File: src/uiqc_pkg.sv
package uiqc_pkg;

	localparam int COUNTER_BITS_DEF = 16;
	localparam int TIMER_BITS_DEF   = 16;

	localparam int CFG_BITS  = 16;
	localparam int APB_DATA  = 32;
	localparam int APB_ADDR  = 4;
	localparam int FRAME_LEN = 5;
	localparam int FILL_BITS = 3;

	localparam logic [7:0] HDR_BYTE = 8'hCC;
	localparam logic [7:0] REQ_BYTE0 = 8'hCC;
	localparam logic [7:0] REQ_BYTE1 = 8'h00;
	localparam logic [7:0] REQ_BYTE2 = 8'h60;
	localparam logic [1:0] REQ_LEN = 2'd3;
	localparam logic [7:0] CRC_POLY = 8'hD5;
	localparam logic [7:0] GOOD_VERSION = 8'd1;

	localparam logic [CFG_BITS-1:0] BOOT_WAIT_RST  = 16'd3000;
	localparam logic [CFG_BITS-1:0] SEND_LIMIT_RST = 16'd100;
	localparam logic [CFG_BITS-1:0] REPLY_LIMIT_RST = 16'd1000;
	localparam logic [CFG_BITS-1:0] BYTE_LIMIT_RST = 16'd256;

	typedef enum logic [1:0] {
		REG_BOOT_WAIT   = 2'd0,
		REG_SEND_LIMIT  = 2'd1,
		REG_REPLY_LIMIT = 2'd2,
		REG_BYTE_LIMIT  = 2'd3
	} reg_idx_t;

	typedef enum logic [2:0] {
		CMD_START = 3'd0,
		CMD_TICK  = 3'd1,
		CMD_RX    = 3'd2,
		CMD_EMPTY = 3'd3,
		CMD_TAKEN = 3'd4,
		CMD_SENT  = 3'd5,
		CMD_FAULT = 3'd6
	} cmd_t;

	typedef enum logic [2:0] {
		PH_IDLE  = 3'd0,
		PH_BOOT  = 3'd1,
		PH_DRAIN = 3'd2,
		PH_SEND  = 3'd3,
		PH_WAIT  = 3'd4,
		PH_REPLY = 3'd5
	} phase_t;

	typedef enum logic [1:0] {
		ST_IDLE    = 2'd0,
		ST_RUNNING = 2'd1,
		ST_PASSED  = 2'd2,
		ST_FAILED  = 2'd3
	} status_t;

	typedef enum logic [2:0] {
		ERR_NONE      = 3'd0,
		ERR_FAULT     = 3'd1,
		ERR_BYTE_LIM  = 3'd2,
		ERR_SEND_TO   = 3'd3,
		ERR_REPLY_TO  = 3'd4,
		ERR_BAD_CRC   = 3'd5,
		ERR_VERSION   = 3'd6
	} err_t;

	typedef logic [7:0] crc_tab_t [256];

	function automatic crc_tab_t crc_tab_gen();
		crc_tab_t   t;
		logic [7:0] c;
		for (int i = 0; i < 256; i++) begin
			c = 8'(i);
			for (int b = 0; b < 8; b++) begin
				c = c[7] ? ({c[6:0], 1'b0} ^ CRC_POLY) : {c[6:0], 1'b0};
			end
			t[i] = c;
		end
		return t;
	endfunction

	// byte-wise CRC-8 lookup, built at elaboration
	localparam crc_tab_t CRC_TAB = crc_tab_gen();

	function automatic logic [7:0] req_byte(input logic [1:0] idx);
		logic [7:0] r;
		unique case (idx)
			2'd0: r = REQ_BYTE0;
			2'd1: r = REQ_BYTE1;
			2'd2: r = REQ_BYTE2;
			default: r = 8'h00;
		endcase
		return r;
	endfunction

endpackage

File: src/uart_info_query_controller_core.sv
// Channel  | Signals                                   | Contents
// ---------+-------------------------------------------+---------------------------------------
// event in | s_axis_tvalid/tready/tdata/tuser          | tuser: cmd; tdata: enabled, rx_data
// result   | m_axis_tvalid/tready/tdata/tlast          | one result per event; tlast = finished
// config   | psel/penable/pwrite/paddr/pwdata/prdata   | four 16-bit registers at 0x0..0xC
//
// Each event is processed at accept: state and result register update together.
// A new event is taken every cycle while the result register is empty or being drained.
// arst_n clears control state and restores register defaults; frame bytes are not reset.
// Downstream stall holds the result; s_axis_tready drops only while a result waits unread.
module uart_info_query_controller_core #(
	parameter int COUNTER_BITS = uiqc_pkg::COUNTER_BITS_DEF,
	parameter int TIMER_BITS   = uiqc_pkg::TIMER_BITS_DEF
) (
	input  logic        clk,
	input  logic        arst_n,

	input  logic        s_axis_tvalid,
	output logic        s_axis_tready,
	input  logic [15:0] s_axis_tdata,   // [0] enabled, [8:1] rx_data, [15:9] zero
	input  logic [2:0]  s_axis_tuser,   // [2:0] cmd

	output logic        m_axis_tvalid,
	input  logic        m_axis_tready,
	// [1:0] status, [4:2] error, [5] power_on, [6] oe_on, [7] tx_valid, [15:8] tx_data,
	// [23:16] dev_version, [39:24] features, [55:40] bad_crc_count, [71:56] reply_bytes,
	// [87:72] discarded
	output logic [87:0] m_axis_tdata,
	output logic        m_axis_tlast,   // finished

	input  logic        psel,
	input  logic        penable,
	input  logic        pwrite,
	input  logic [uiqc_pkg::APB_ADDR-1:0] paddr,
	input  logic [uiqc_pkg::APB_DATA-1:0] pwdata,
	output logic [uiqc_pkg::APB_DATA-1:0] prdata,
	output logic        pready
);

	localparam int CW = (COUNTER_BITS > 16) ? COUNTER_BITS : 16;
	localparam int TW = (TIMER_BITS > 16) ? TIMER_BITS : 16;
	localparam int FL = uiqc_pkg::FRAME_LEN;

	// configuration
	logic [15:0] boot_wait_q, send_limit_q, reply_limit_q, byte_limit_q;
	logic        cfg_wr;

	assign pready = 1'b1;
	assign cfg_wr = psel & penable & pwrite & pready;

	always_ff @(posedge clk or negedge arst_n) begin
		if (!arst_n) begin
			boot_wait_q   <= uiqc_pkg::BOOT_WAIT_RST;
			send_limit_q  <= uiqc_pkg::SEND_LIMIT_RST;
			reply_limit_q <= uiqc_pkg::REPLY_LIMIT_RST;
			byte_limit_q  <= uiqc_pkg::BYTE_LIMIT_RST;
		end else if (cfg_wr) begin
			unique case (uiqc_pkg::reg_idx_t'(paddr[3:2]))
				uiqc_pkg::REG_BOOT_WAIT:   boot_wait_q   <= pwdata[15:0];
				uiqc_pkg::REG_SEND_LIMIT:  send_limit_q  <= pwdata[15:0];
				uiqc_pkg::REG_REPLY_LIMIT: reply_limit_q <= pwdata[15:0];
				uiqc_pkg::REG_BYTE_LIMIT:  byte_limit_q  <= pwdata[15:0];
				default: ;
			endcase
		end
	end

	always_comb begin
		unique case (uiqc_pkg::reg_idx_t'(paddr[3:2]))
			uiqc_pkg::REG_BOOT_WAIT:   prdata = 32'(boot_wait_q);
			uiqc_pkg::REG_SEND_LIMIT:  prdata = 32'(send_limit_q);
			uiqc_pkg::REG_REPLY_LIMIT: prdata = 32'(reply_limit_q);
			uiqc_pkg::REG_BYTE_LIMIT:  prdata = 32'(byte_limit_q);
			default:                   prdata = '0;
		endcase
	end

	// run state
	uiqc_pkg::phase_t          phase_q, phase_n;
	uiqc_pkg::status_t         status_q, status_n;
	uiqc_pkg::err_t            err_q, err_n;
	logic [TIMER_BITS-1:0]     elapsed_q, elapsed_n, elapsed_tick;
	logic [2:0]                fill_q, fill_n;
	logic [1:0]                sent_q, sent_n;
	logic [COUNTER_BITS-1:0]   crc_err_q, crc_err_n;
	logic [COUNTER_BITS-1:0]   rx_cnt_q, rx_cnt_n;
	logic [COUNTER_BITS-1:0]   disc_q, disc_n;
	logic [7:0]                version_q, version_n;
	logic [15:0]               feat_q, feat_n;
	logic                      power_q, power_n;
	logic                      oe_q, oe_n;
	logic [7:0]                frame_q [FL];
	logic [7:0]                frame_n [FL];

	// request decode and handshake
	uiqc_pkg::cmd_t cmd;
	logic           en;
	logic [7:0]     rxd;
	logic           accept;
	logic           m_valid_q;

	assign cmd           = uiqc_pkg::cmd_t'(s_axis_tuser);
	assign en            = s_axis_tdata[0];
	assign rxd           = s_axis_tdata[8:1];
	assign s_axis_tready = !m_valid_q || m_axis_tready;
	assign accept        = s_axis_tvalid && s_axis_tready;

	function automatic logic [COUNTER_BITS-1:0] sat_add(
		input logic [COUNTER_BITS-1:0] a,
		input logic [2:0]              b
	);
		logic [COUNTER_BITS:0] s;
		s = {1'b0, a} + (COUNTER_BITS+1)'(b);
		return s[COUNTER_BITS] ? '1 : s[COUNTER_BITS-1:0];
	endfunction

	// frame check path
	logic [8*FL-1:0] full_v, shift_v;
	logic [7:0]      crc;
	logic [2:0]      nx;

	always_comb begin
		for (int k = 0; k < FL - 1; k++) begin
			full_v[8*k +: 8] = frame_q[k];
		end
		full_v[8*(FL-1) +: 8] = rxd;
		crc = uiqc_pkg::CRC_TAB[uiqc_pkg::CRC_TAB[uiqc_pkg::CRC_TAB[
			uiqc_pkg::CRC_TAB[frame_q[0]] ^ frame_q[1]] ^ frame_q[2]] ^ frame_q[3]];
		// resync point: first later header held in the candidate
		priority if (frame_q[1] == uiqc_pkg::HDR_BYTE) nx = 3'd1;
		else if (frame_q[2] == uiqc_pkg::HDR_BYTE)     nx = 3'd2;
		else if (frame_q[3] == uiqc_pkg::HDR_BYTE)     nx = 3'd3;
		else if (rxd == uiqc_pkg::HDR_BYTE)            nx = 3'd4;
		else                                           nx = 3'd5;
		shift_v = full_v >> {nx, 3'b000};
	end

	logic          do_fin, fin;
	uiqc_pkg::err_t fin_err;
	logic          uart_phase;

	assign elapsed_tick = (elapsed_q != '1) ? elapsed_q + 1'b1 : elapsed_q;
	assign uart_phase   = (phase_q == uiqc_pkg::PH_DRAIN) || (phase_q == uiqc_pkg::PH_SEND) ||
	                      (phase_q == uiqc_pkg::PH_WAIT) || (phase_q == uiqc_pkg::PH_REPLY);

	always_comb begin
		phase_n   = phase_q;
		status_n  = status_q;
		err_n     = err_q;
		elapsed_n = elapsed_q;
		fill_n    = fill_q;
		sent_n    = sent_q;
		crc_err_n = crc_err_q;
		rx_cnt_n  = rx_cnt_q;
		disc_n    = disc_q;
		version_n = version_q;
		feat_n    = feat_q;
		power_n   = power_q;
		oe_n      = oe_q;
		frame_n   = frame_q;
		do_fin    = 1'b0;
		fin_err   = uiqc_pkg::ERR_NONE;
		fin       = 1'b0;

		if (cmd == uiqc_pkg::CMD_START) begin
			phase_n   = uiqc_pkg::PH_IDLE;
			status_n  = uiqc_pkg::ST_IDLE;
			err_n     = uiqc_pkg::ERR_NONE;
			elapsed_n = '0;
			fill_n    = '0;
			sent_n    = '0;
			crc_err_n = '0;
			rx_cnt_n  = '0;
			disc_n    = '0;
			version_n = '0;
			feat_n    = '0;
			oe_n      = 1'b0;
			power_n   = 1'b0;
			if (!en) begin
				fin = 1'b1;
			end else begin
				status_n = uiqc_pkg::ST_RUNNING;
				power_n  = 1'b1;
				phase_n  = uiqc_pkg::PH_BOOT;
				if (boot_wait_q == '0) begin
					oe_n    = 1'b1;
					phase_n = uiqc_pkg::PH_DRAIN;
				end
			end
		end else if (cmd == uiqc_pkg::CMD_FAULT) begin
			if (uart_phase) begin
				do_fin  = 1'b1;
				fin_err = uiqc_pkg::ERR_FAULT;
			end
		end else begin
			unique case (phase_q)
				uiqc_pkg::PH_BOOT: begin
					if (cmd == uiqc_pkg::CMD_TICK) begin
						elapsed_n = elapsed_tick;
						if (TW'(elapsed_tick) >= TW'(boot_wait_q)) begin
							oe_n      = 1'b1;
							elapsed_n = '0;
							phase_n   = uiqc_pkg::PH_DRAIN;
						end
					end
				end
				uiqc_pkg::PH_DRAIN: begin
					if (cmd == uiqc_pkg::CMD_TICK) begin
						elapsed_n = elapsed_tick;
					end else if (cmd == uiqc_pkg::CMD_RX) begin
						disc_n = sat_add(disc_q, 3'd1);
						if (CW'(disc_n) >= CW'(byte_limit_q) ||
						    TW'(elapsed_q) >= TW'(send_limit_q)) begin
							do_fin  = 1'b1;
							fin_err = uiqc_pkg::ERR_BYTE_LIM;
						end
					end else if (cmd == uiqc_pkg::CMD_EMPTY) begin
						elapsed_n = '0;
						sent_n    = '0;
						phase_n   = uiqc_pkg::PH_SEND;
					end
				end
				uiqc_pkg::PH_SEND, uiqc_pkg::PH_WAIT: begin
					if (cmd == uiqc_pkg::CMD_TICK) begin
						elapsed_n = elapsed_tick;
						if (TW'(elapsed_tick) >= TW'(send_limit_q)) begin
							do_fin  = 1'b1;
							fin_err = uiqc_pkg::ERR_SEND_TO;
						end
					end else if (cmd == uiqc_pkg::CMD_TAKEN &&
					             phase_q == uiqc_pkg::PH_SEND) begin
						if (sent_q >= uiqc_pkg::REQ_LEN - 2'd1) begin
							sent_n  = uiqc_pkg::REQ_LEN;
							phase_n = uiqc_pkg::PH_WAIT;
						end else begin
							sent_n = sent_q + 2'd1;
						end
					end else if (cmd == uiqc_pkg::CMD_SENT &&
					             phase_q == uiqc_pkg::PH_WAIT) begin
						elapsed_n = '0;
						fill_n    = '0;
						phase_n   = uiqc_pkg::PH_REPLY;
					end
				end
				uiqc_pkg::PH_REPLY: begin
					if (cmd == uiqc_pkg::CMD_TICK) begin
						elapsed_n = elapsed_tick;
						if (TW'(elapsed_tick) >= TW'(reply_limit_q)) begin
							do_fin  = 1'b1;
							fin_err = (crc_err_q != '0) ? uiqc_pkg::ERR_BAD_CRC :
							                              uiqc_pkg::ERR_REPLY_TO;
						end
					end else if (cmd == uiqc_pkg::CMD_RX) begin
						rx_cnt_n = sat_add(rx_cnt_q, 3'd1);
						if (fill_q == '0 && rxd != uiqc_pkg::HDR_BYTE) begin
							disc_n = sat_add(disc_q, 3'd1);
						end else if (fill_q != 3'(FL - 1)) begin
							frame_n[fill_q] = rxd;
							fill_n          = fill_q + 3'd1;
						end else if (crc == rxd) begin
							version_n = frame_q[1];
							feat_n    = {frame_q[3], frame_q[2]};
							do_fin    = 1'b1;
							fin_err   = (frame_q[1] != uiqc_pkg::GOOD_VERSION) ?
							            uiqc_pkg::ERR_VERSION : uiqc_pkg::ERR_NONE;
						end else begin
							crc_err_n = sat_add(crc_err_q, 3'd1);
							disc_n    = sat_add(disc_q, nx);
							fill_n    = 3'(FL) - nx;
							for (int k = 0; k < FL; k++) begin
								frame_n[k] = shift_v[8*k +: 8];
							end
						end
						// a good frame ends the run before the byte limit is looked at
						if (!do_fin && CW'(rx_cnt_n) >= CW'(byte_limit_q)) begin
							do_fin  = 1'b1;
							fin_err = uiqc_pkg::ERR_BYTE_LIM;
						end
					end
				end
				default: ;
			endcase
		end

		if (do_fin) begin
			err_n    = fin_err;
			oe_n     = 1'b0;
			status_n = (fin_err != uiqc_pkg::ERR_NONE) ? uiqc_pkg::ST_FAILED :
			                                             uiqc_pkg::ST_PASSED;
			phase_n  = uiqc_pkg::PH_IDLE;
			fin      = 1'b1;
		end
	end

	always_ff @(posedge clk or negedge arst_n) begin
		if (!arst_n) begin
			phase_q   <= uiqc_pkg::PH_IDLE;
			status_q  <= uiqc_pkg::ST_IDLE;
			err_q     <= uiqc_pkg::ERR_NONE;
			elapsed_q <= '0;
			fill_q    <= '0;
			sent_q    <= '0;
			crc_err_q <= '0;
			rx_cnt_q  <= '0;
			disc_q    <= '0;
			version_q <= '0;
			feat_q    <= '0;
			power_q   <= 1'b0;
			oe_q      <= 1'b0;
		end else if (accept) begin
			phase_q   <= phase_n;
			status_q  <= status_n;
			err_q     <= err_n;
			elapsed_q <= elapsed_n;
			fill_q    <= fill_n;
			sent_q    <= sent_n;
			crc_err_q <= crc_err_n;
			rx_cnt_q  <= rx_cnt_n;
			disc_q    <= disc_n;
			version_q <= version_n;
			feat_q    <= feat_n;
			power_q   <= power_n;
			oe_q      <= oe_n;
		end
	end

	always_ff @(posedge clk) begin
		if (accept) begin
			frame_q <= frame_n;
		end
	end

	// result register
	logic          tx_valid;
	logic [7:0]    tx_data;
	logic [CW-1:0] crc_err_w, rx_cnt_w, disc_w;
	logic [87:0]   m_data_q;
	logic          m_last_q;

	assign tx_valid  = (phase_n == uiqc_pkg::PH_SEND) && (sent_n < uiqc_pkg::REQ_LEN);
	assign tx_data   = tx_valid ? uiqc_pkg::req_byte(sent_n) : 8'h00;
	assign crc_err_w = CW'(crc_err_n);
	assign rx_cnt_w  = CW'(rx_cnt_n);
	assign disc_w    = CW'(disc_n);

	always_ff @(posedge clk or negedge arst_n) begin
		if (!arst_n) begin
			m_valid_q <= 1'b0;
		end else if (accept) begin
			m_valid_q <= 1'b1;
		end else if (m_axis_tready) begin
			m_valid_q <= 1'b0;
		end
	end

	always_ff @(posedge clk) begin
		if (accept) begin
			m_data_q <= {disc_w[15:0], rx_cnt_w[15:0], crc_err_w[15:0], feat_n, version_n,
			             tx_data, tx_valid, oe_n, power_n, err_n, status_n};
			m_last_q <= fin;
		end
	end

	assign m_axis_tvalid = m_valid_q;
	assign m_axis_tdata  = m_data_q;
	assign m_axis_tlast  = m_last_q;

endmodule
File: config.mk
export PLATFORM = sky130hd
export DESIGN_NAME = uart_info_query_controller_core
export DESIGN_NICKNAME = d
export VERILOG_FILES = /design/src/uiqc_pkg.sv /design/src/uart_info_query_controller_core.sv
export SDC_FILE = /design/constraint.sdc
export NUM_CORES = 1
export LEC_CHECK = 0
export ABC_CLOCK_PERIOD_IN_PS = 5600
export BUFFER_PORTS_ARGS = -buffer_cell sky130_fd_sc_hd__buf_2
export CAP_MARGIN = 20
export CORE_AREA = 2 2 197 199
export DETAILED_ROUTE_END_ITERATION = 6
export DIE_AREA = 0 0 199 201
export PLACE_DENSITY = 0.7
export SYNTH_ARGS = -nofsm -noshare
export SYNTH_HDL_FRONTEND = slang
export SYNTH_SLANG_ARGS = --single-unit
File: constraint.sdc
create_clock -name clk -period 5.6 [get_ports clk]
set_input_delay 1.68 -clock clk [delete_from_list [all_inputs] [get_ports clk]]
set_output_delay 1.68 -clock clk [all_outputs]
set_load 0.03 [all_outputs]
# After elaboration in Yosys (flattened, before gate mapping)
# Memories as Yosys holds them, arrays and structs flattened.
# Index checks and enable logic that the tools add are counted.
[word_totals]
reg_bits = 297
mem_count = 4
elab_cells = 308
out_inout_bits = 124
mem_bits_ro = 8192
in_bits = 62
[classes]
n_eq_ne = 40
reduce_logical = 32
order_cmp = 14
muxes = 169
n_bitwise = 14
n_addsub = 8
n_shift = 1
[memory_table]
columns = ["name", "depth", "word_bits", "read_ports", "rd_ports_with_merged_regs", "wr", "line_no", "rtl"]
rows = [
  ["(name not given)", 256, 8, 1, 0, 0, "uart_info_query_controller_core.sv:127", "crc = uiqc_pkg::CRC_TAB[uiqc_pkg::CRC_TAB[uiqc_pkg::CRC_TAB["],
  ["(name not given)", 256, 8, 1, 0, 0, "uart_info_query_controller_core.sv:127", ""],
  ["(name not given)", 256, 8, 1, 0, 0, "uart_info_query_controller_core.sv:127", ""],
  ["(name not given)", 256, 8, 1, 0, 0, "uart_info_query_controller_core.sv:128", "uiqc_pkg::CRC_TAB[frame_q[0]] ^ frame_q[1]] ^ frame_q[2]] ^ frame_q[3]];"],
]
[op_table]
columns = ["operator", "count"]
rows = [
  ["2-to-1 mux 16 bit", 46],
  ["2-to-1 mux 8 bit", 17],
  ["one-hot mux 32 bit (4 select lines)", 1],
  ["2-to-1 mux 3 bit", 37],
  [">= comparator 16 bit", 6],
  ["2-to-1 mux 40 bit", 2],
  ["one-hot mux 16 bit (4 select lines)", 1],
  ["adder 16 x 1 -> 17 bit, second input constant", 3],
  ["bitwise mux 40 bit", 1],
  [">> shifter 40 x 6 -> 40 bit", 1],
  ["2-to-1 mux 1 bit", 39],
  [">= comparator 9 bit, second input constant", 4],
  ["inverter 8 -> 9 bit", 4],
  ["2-to-1 mux 2 bit", 17],
  ["equality test 8 bit, second input constant", 4],
  ["one-hot mux 16 bit (2 select lines)", 1],
  ["demux 8 bit (select 3 bit)", 1],
  ["XOR 8 bit", 3],
  ["inequality test 3 bit, second input constant", 7],
  ["one-hot mux 3 bit (3 select lines)", 2],
  ["adder 16 x 3 -> 17 bit", 1],
  ["adder 16 x 1 -> 16 bit, second input constant", 1],
  ["logical NOT 16 bit", 1],
  ["inequality test 16 bit, second input constant", 1],
  ["other kinds (40)", 77],
]

# Logic depth before layout (Yosys ltp)
[depth]
word_depth = 39
ltp_mapped = 26
mapped_depth_nobuf = 23

# Worst setup path before layout
# OpenSTA, ideal clock, no wires.
[synth_path]
path_kind = "input to register"
startpoint = "in m_axis_tready"
endpoint = "reg m_data_q[0] (netlist: m_axis_tdata[0]), enable pin"
path_buffers = 2
setup_ns = 0.481
arrival_ns = 5.204
cell_stages = 5
required_ns = 5.119
slack_ns = -0.086
path_cell_list = "nand2b_1 -> nand2_1 -> inv_1 -> clkbuf_1 -> clkbuf_1"
[synth_between]
elab_chain_len = 2
[synth_rtl]
columns = ["item", "line_no", "rtl"]
rows = [
  ["start: declaration", "uart_info_query_controller_core.sv:24", "input logic m_axis_tready,"],
  ["logical OR 1 bit", "uart_info_query_controller_core.sv:105", "assign s_axis_tready = !m_valid_q || m_axis_tready;"],
  ["logical AND 1 bit", "uart_info_query_controller_core.sv:106", "assign accept = s_axis_tvalid && s_axis_tready;"],
  ["via accept", "uart_info_query_controller_core.sv:99", "logic accept;"],
  ["end signal: assignment", "uart_info_query_controller_core.sv:358", "m_data_q <= {disc_w[15:0], rx_cnt_w[15:0], crc_err_w[15:0], feat_n, version_n,"],
  ["end: declaration", "uart_info_query_controller_core.sv:337", "logic [87:0] m_data_q;"],
]
# The timed path passes the listed nets, and every way through them passes these cells.
# A chain may end at the register's enable or synchronous reset.

# Final worst setup path
[layout_path]
startpoint = "reg elapsed_q[5]"
endpoint = "reg m_data_q[11] (netlist: m_axis_tdata[11]), data pin"
[layout_between]
elab_chain_len = 11
word_cells_on_any_way = 26
cone_classes = "add/sub: 1; order compare: 4; eq/ne: 2; mux: 17; reduce/logical: 2"
[layout_rtl]
columns = ["item", "line_no", "rtl"]
rows = [
  ["start: declaration", "uart_info_query_controller_core.sv:82", "logic [TIMER_BITS-1:0] elapsed_q, elapsed_n, elapsed_tick;"],
  ["start signal: assignment", "uart_info_query_controller_core.sv:314", "elapsed_q <= elapsed_n;"],
  ["adder 16 x 1 -> 16 bit, or another cell as far along", "uart_info_query_controller_core.sv:142", "assign elapsed_tick = (elapsed_q != '1) ? elapsed_q + 1'b1 : elapsed_q;"],
  ["2-to-1 mux 16 bit / logical OR 1 bit (equally long branches)", "uart_info_query_controller_core.sv:142, uart_info_query_controller_core.sv:212", ""],
  [">= comparator 16 bit, or another cell as far along", "uart_info_query_controller_core.sv:200", "if (TW'(elapsed_tick) >= TW'(boot_wait_q)) begin"],
  ["2-to-1 mux 3 bit, or another cell as far along", "uart_info_query_controller_core.sv:200", ""],
  ["2-to-1 mux 3 bit, or another cell as far along", "uart_info_query_controller_core.sv:198", "if (cmd == uiqc_pkg::CMD_TICK) begin"],
  ["one-hot mux 3 bit (3 select lines) / one-hot mux 1 bit (3 select lines) (equally long branches)", "uart_info_query_controller_core.sv:196", "unique case (phase_q)"],
  ["2-to-1 mux 3 bit / 2-to-1 mux 1 bit (equally long branches)", "uart_info_query_controller_core.sv:190", "end else if (cmd == uiqc_pkg::CMD_FAULT) begin"],
  ["2-to-1 mux 3 bit / 2-to-1 mux 1 bit (equally long branches)", "uart_info_query_controller_core.sv:165", "if (cmd == uiqc_pkg::CMD_START) begin"],
  ["2-to-1 mux 3 bit *", "uart_info_query_controller_core.sv:285", "if (do_fin) begin"],
  ["equality test 3 x 2 -> 1 bit *", "uart_info_query_controller_core.sv:340", "assign tx_valid = (phase_n == uiqc_pkg::PH_SEND) && (sent_n < uiqc_pkg::REQ_LEN);"],
  ["logical AND 1 bit *", "uart_info_query_controller_core.sv:340", ""],
]
# Every way passes the cells marked *; elsewhere a longest branch is shown, timed or not.

==> impl_metrics.tcl <==
set metrics [dict create \
    status "finished clean" \
    viasPerCell 5.95 \
    numCtsBuffers 34 \
    io_pins 186 \
    cts-hold-fix-buffers 0 \
    synthCells 1992 \
    ys_types 84 \
    cp.arrival_ps 5770 \
    fill_cells 3357 \
    max_freq_mhz 186 \
    p_per_area_nw_per_um2 314 \
    hp-class "flop to flop" \
    drt-met1-wl_um 23400 \
    route.met2.wl_um 24000 \
    synthFlopType "dfrtp_1" \
    critPathKind "flop to flop" \
    placeableCoreArea_um2 38100 \
    yosys_warnings 0 \
    globalplace.congestion 0.931 \
    antenna_found_initial 1 \
    initial_core_util_pct 49.0 \
    final_common_cell "nand2_1" \
    maxSlewHeadroom_pct 31.3 \
    io_buffers 140 \
    final_core_util_pct 55.6 \
    root_buffer "clkbuf_16" \
    clk_latency_ps 530 \
    fp.dieW_um 199 \
    top_layer "met4" \
    layout_common_cells "nand2_1, dfrtp_1, a21oi_1" \
    grt-ovfl-total 0 \
    fp.dieH_um 201 \
    ys_ff_latch 284 \
    grt_pass1_vias 15000 \
    crit_start "elapsed_q[5]" \
    clk_pin_slew_ps 60 \
    final_max_slew_viol_count 0 \
    dp_hpwl_um 38200 \
    cts.path.max_buffers 3 \
    cts_tree "built" \
    wire_per_inst_um 20.1 \
    drive_gt1_share_pct 17.1 \
    drt_wl_total_um 53400 \
    grt_start_max_net_pins 128 \
    grt_use_total_pct 26.9 \
    r2r_start "elapsed_q[5]" \
    cts_max_level 2 \
    setup_viol 0 \
    period_needed_ps 5370 \
    synthArstFlopShare_pct 59.2 \
    die-area_um2 40000 \
    p_leak_nw 9.52 \
    syn_to_final_growth_pct 13.4 \
    post-route-period-util_pct 96.0 \
    fin_skew_ps 22.4 \
    fin_area_um2 21200 \
    route.detailed.drc 0 \
    synth-edff-count 116 \
    hold_viol 0 \
    critPathRequiredTime_ps 6000 \
    grt_setup_unrepaired "no" \
    start_kind "flop" \
    first_iter_violations 1236 \
    syn_area_um2 18700 \
    cts.sinks 284 \
    holdCritStartpoint "version_q[6]" \
    met3WireLength_um 4370 \
    worstMarginPinSlew_ps 1030 \
    vias 15800 \
    avgSynthCellArea_um2 9.38 \
    synth_seq_area_share_pct 41.3 \
    finalSetupTns_ps 0 \
    rows 72 \
    grt_pass1_wl_um 84400 \
    drv_cap 0 \
    place_area_um2 20000 \
    crit_path_end_kind "flop" \
    first_pass_iters 5 \
    crit_fanout 4 \
    peakVddDrop_v 0.000244 \
    nNetsFinal 2279 \
    antenna_left 0 \
]
## layout make-up
class,instances,area (um2),share of cell area (%)
clock inverters,13,158,0.744
flip-flops and latches,284,7710,36.4
diodes,1,2.50,0.0118
multi-input cells,1494,10100,47.9
clock buffers,47,940,4.44
inverters,95,362,1.71
well taps,518,648,3.06
repair buffers,201,1220,5.78
## routing by layer
layer | vias up | track usage [%]
met3 | 104 | 4.30
met4 | 0 | 9.04
met1 | 7673 | 39.2
met2 | 673 | 41.0
met5 | - | 0
li1 | 7329 | -
## cell families (layout without fill, tap and decap cells)
| logic type | count (synthesis) | count (layout) | share of synthesized area, % |
|---|---|---|---|
| flops | 284 | 284 | 41.3 |
| xor+xnor | 107 | 107 | 6.81 |
| compound gates | 503 | 503 | 17.1 |
| mux | 80 | 80 | 5.67 |
| buf+inv | 232 | 356 | 5.14 |
| other cells | 2 | 21 | 0.0402 |
| simple gates | 677 | 677 | 16.8 |
| fa+ha+maj | 107 | 107 | 7.21 |
## registers in the layout, summed over array words and instances (netlist names), 2 cells and up
signal	flops
boot_wait_q	16
byte_limit_q	16
crc_err_q	16
disc_q	16
elapsed_q	16
err_q	3
feat_q	16
fill_q	3
frame_q	32
m_axis_tdata	83
phase_q	3
reply_limit_q	16
rx_cnt_q	16
send_limit_q	16
sent_q	2
status_q	2
version_q	8
## synth_stat cells (14+ instances only)
cell / instances / area (um2)
inv_1: 94 / 353
clkbuf_1: 100 / 375
mux2_2: 45 / 507
mux2i_1: 18 / 180
and3_1: 19 / 119
nor2b_1: 28 / 175
mux4_2: 16 / 360
dfstp_2: 17 / 447
edfxtp_1: 116 / 3480
xor2_1: 18 / 158
nand2_1: 271 / 1020
nand3_1: 85 / 425
nor3_1: 30 / 150
nor2_1: 136 / 510
ha_1: 106 / 1330
a21o_1: 59 / 443
xnor3_1: 17 / 383
o31ai_1: 19 / 143
a21oi_1: 142 / 711
nand2b_1: 19 / 119
xnor2_1: 64 / 561
buf_4: 22 / 165
a22o_1: 38 / 333
dfrtp_1: 151 / 3780
nand4_1: 23 / 144
o21ai_0: 131 / 656
o21a_1: 14 / 105
and2_1: 22 / 138
## per-stage QoR
step | instances | setup slack, ps | hold slack, ps | power, mW
4_1_cts | 2646 | 71.6 | 507 | 6.66
2_1_floorplan | 2010 | 43.0 | 467 | 3.89
5_1_grt | 2652 | 5.80 | 519 | 6.97
6_report | 2653 | 225 | 502 | 6.64
3_3_place_gp | 2586 | 143 | 484 | 4.39
3_5_place_dp | 2586 | 105 | 493 | 4.44
## worst max-delay path, stage by stage, from the launching register on
cell	delay, ps
dfrtp_1	340
nand4_1	150
nor2_2	210
nand3_1	130
nor2_2	120
nand4_1	160
nor2_2	190
and3_4	240
xnor2_2	140
ha_1	260
nand2b_1	140
a21o_1	180
a21o_1	170
a21o_1	170
a21o_1	170
a21o_1	170
a21o_1	200
a221oi_1	350
o211a_1	340
o2111ai_1	260
o31ai_4	390
nand2_4	90
or4_4	560
nor2_1	100
## path summary, 6_finish.rpt
| path | cells past startpoint | to | slack, ps |
|---|---|---|---|
| hold reg to reg | 1 | version_q[6] | 500 |
| max in group asynchronous | 2 | send_limit_q[6] | 3870 |
| min in group asynchronous | 1 | rx_cnt_q[3] | 960 |
| setup / recovery | 23 | m_axis_tdata[11] | 230 |
| setup reg to reg | 23 | m_axis_tdata[11] | 230 |
| hold / removal | 1 | version_q[6] | 500 |
## where the power goes
group	leakage (nW)	switching (mW)	internal [mW]	total (mW)
Clock	0.540	0.877	1.32	2.19
Combinational	5.69	1.06	0.681	1.74
Sequential	3.29	0.265	2.44	2.71
Total	9.52	2.20	4.44	6.64
## what timing repair did
item	in CTS	in global routing
endpoints found under the setup margin	0	12
hold endpoints to repair	0	0
resized for setup	0	10
setup buffers	0	2
Note: power is estimated with default switching activity, not from simulation.
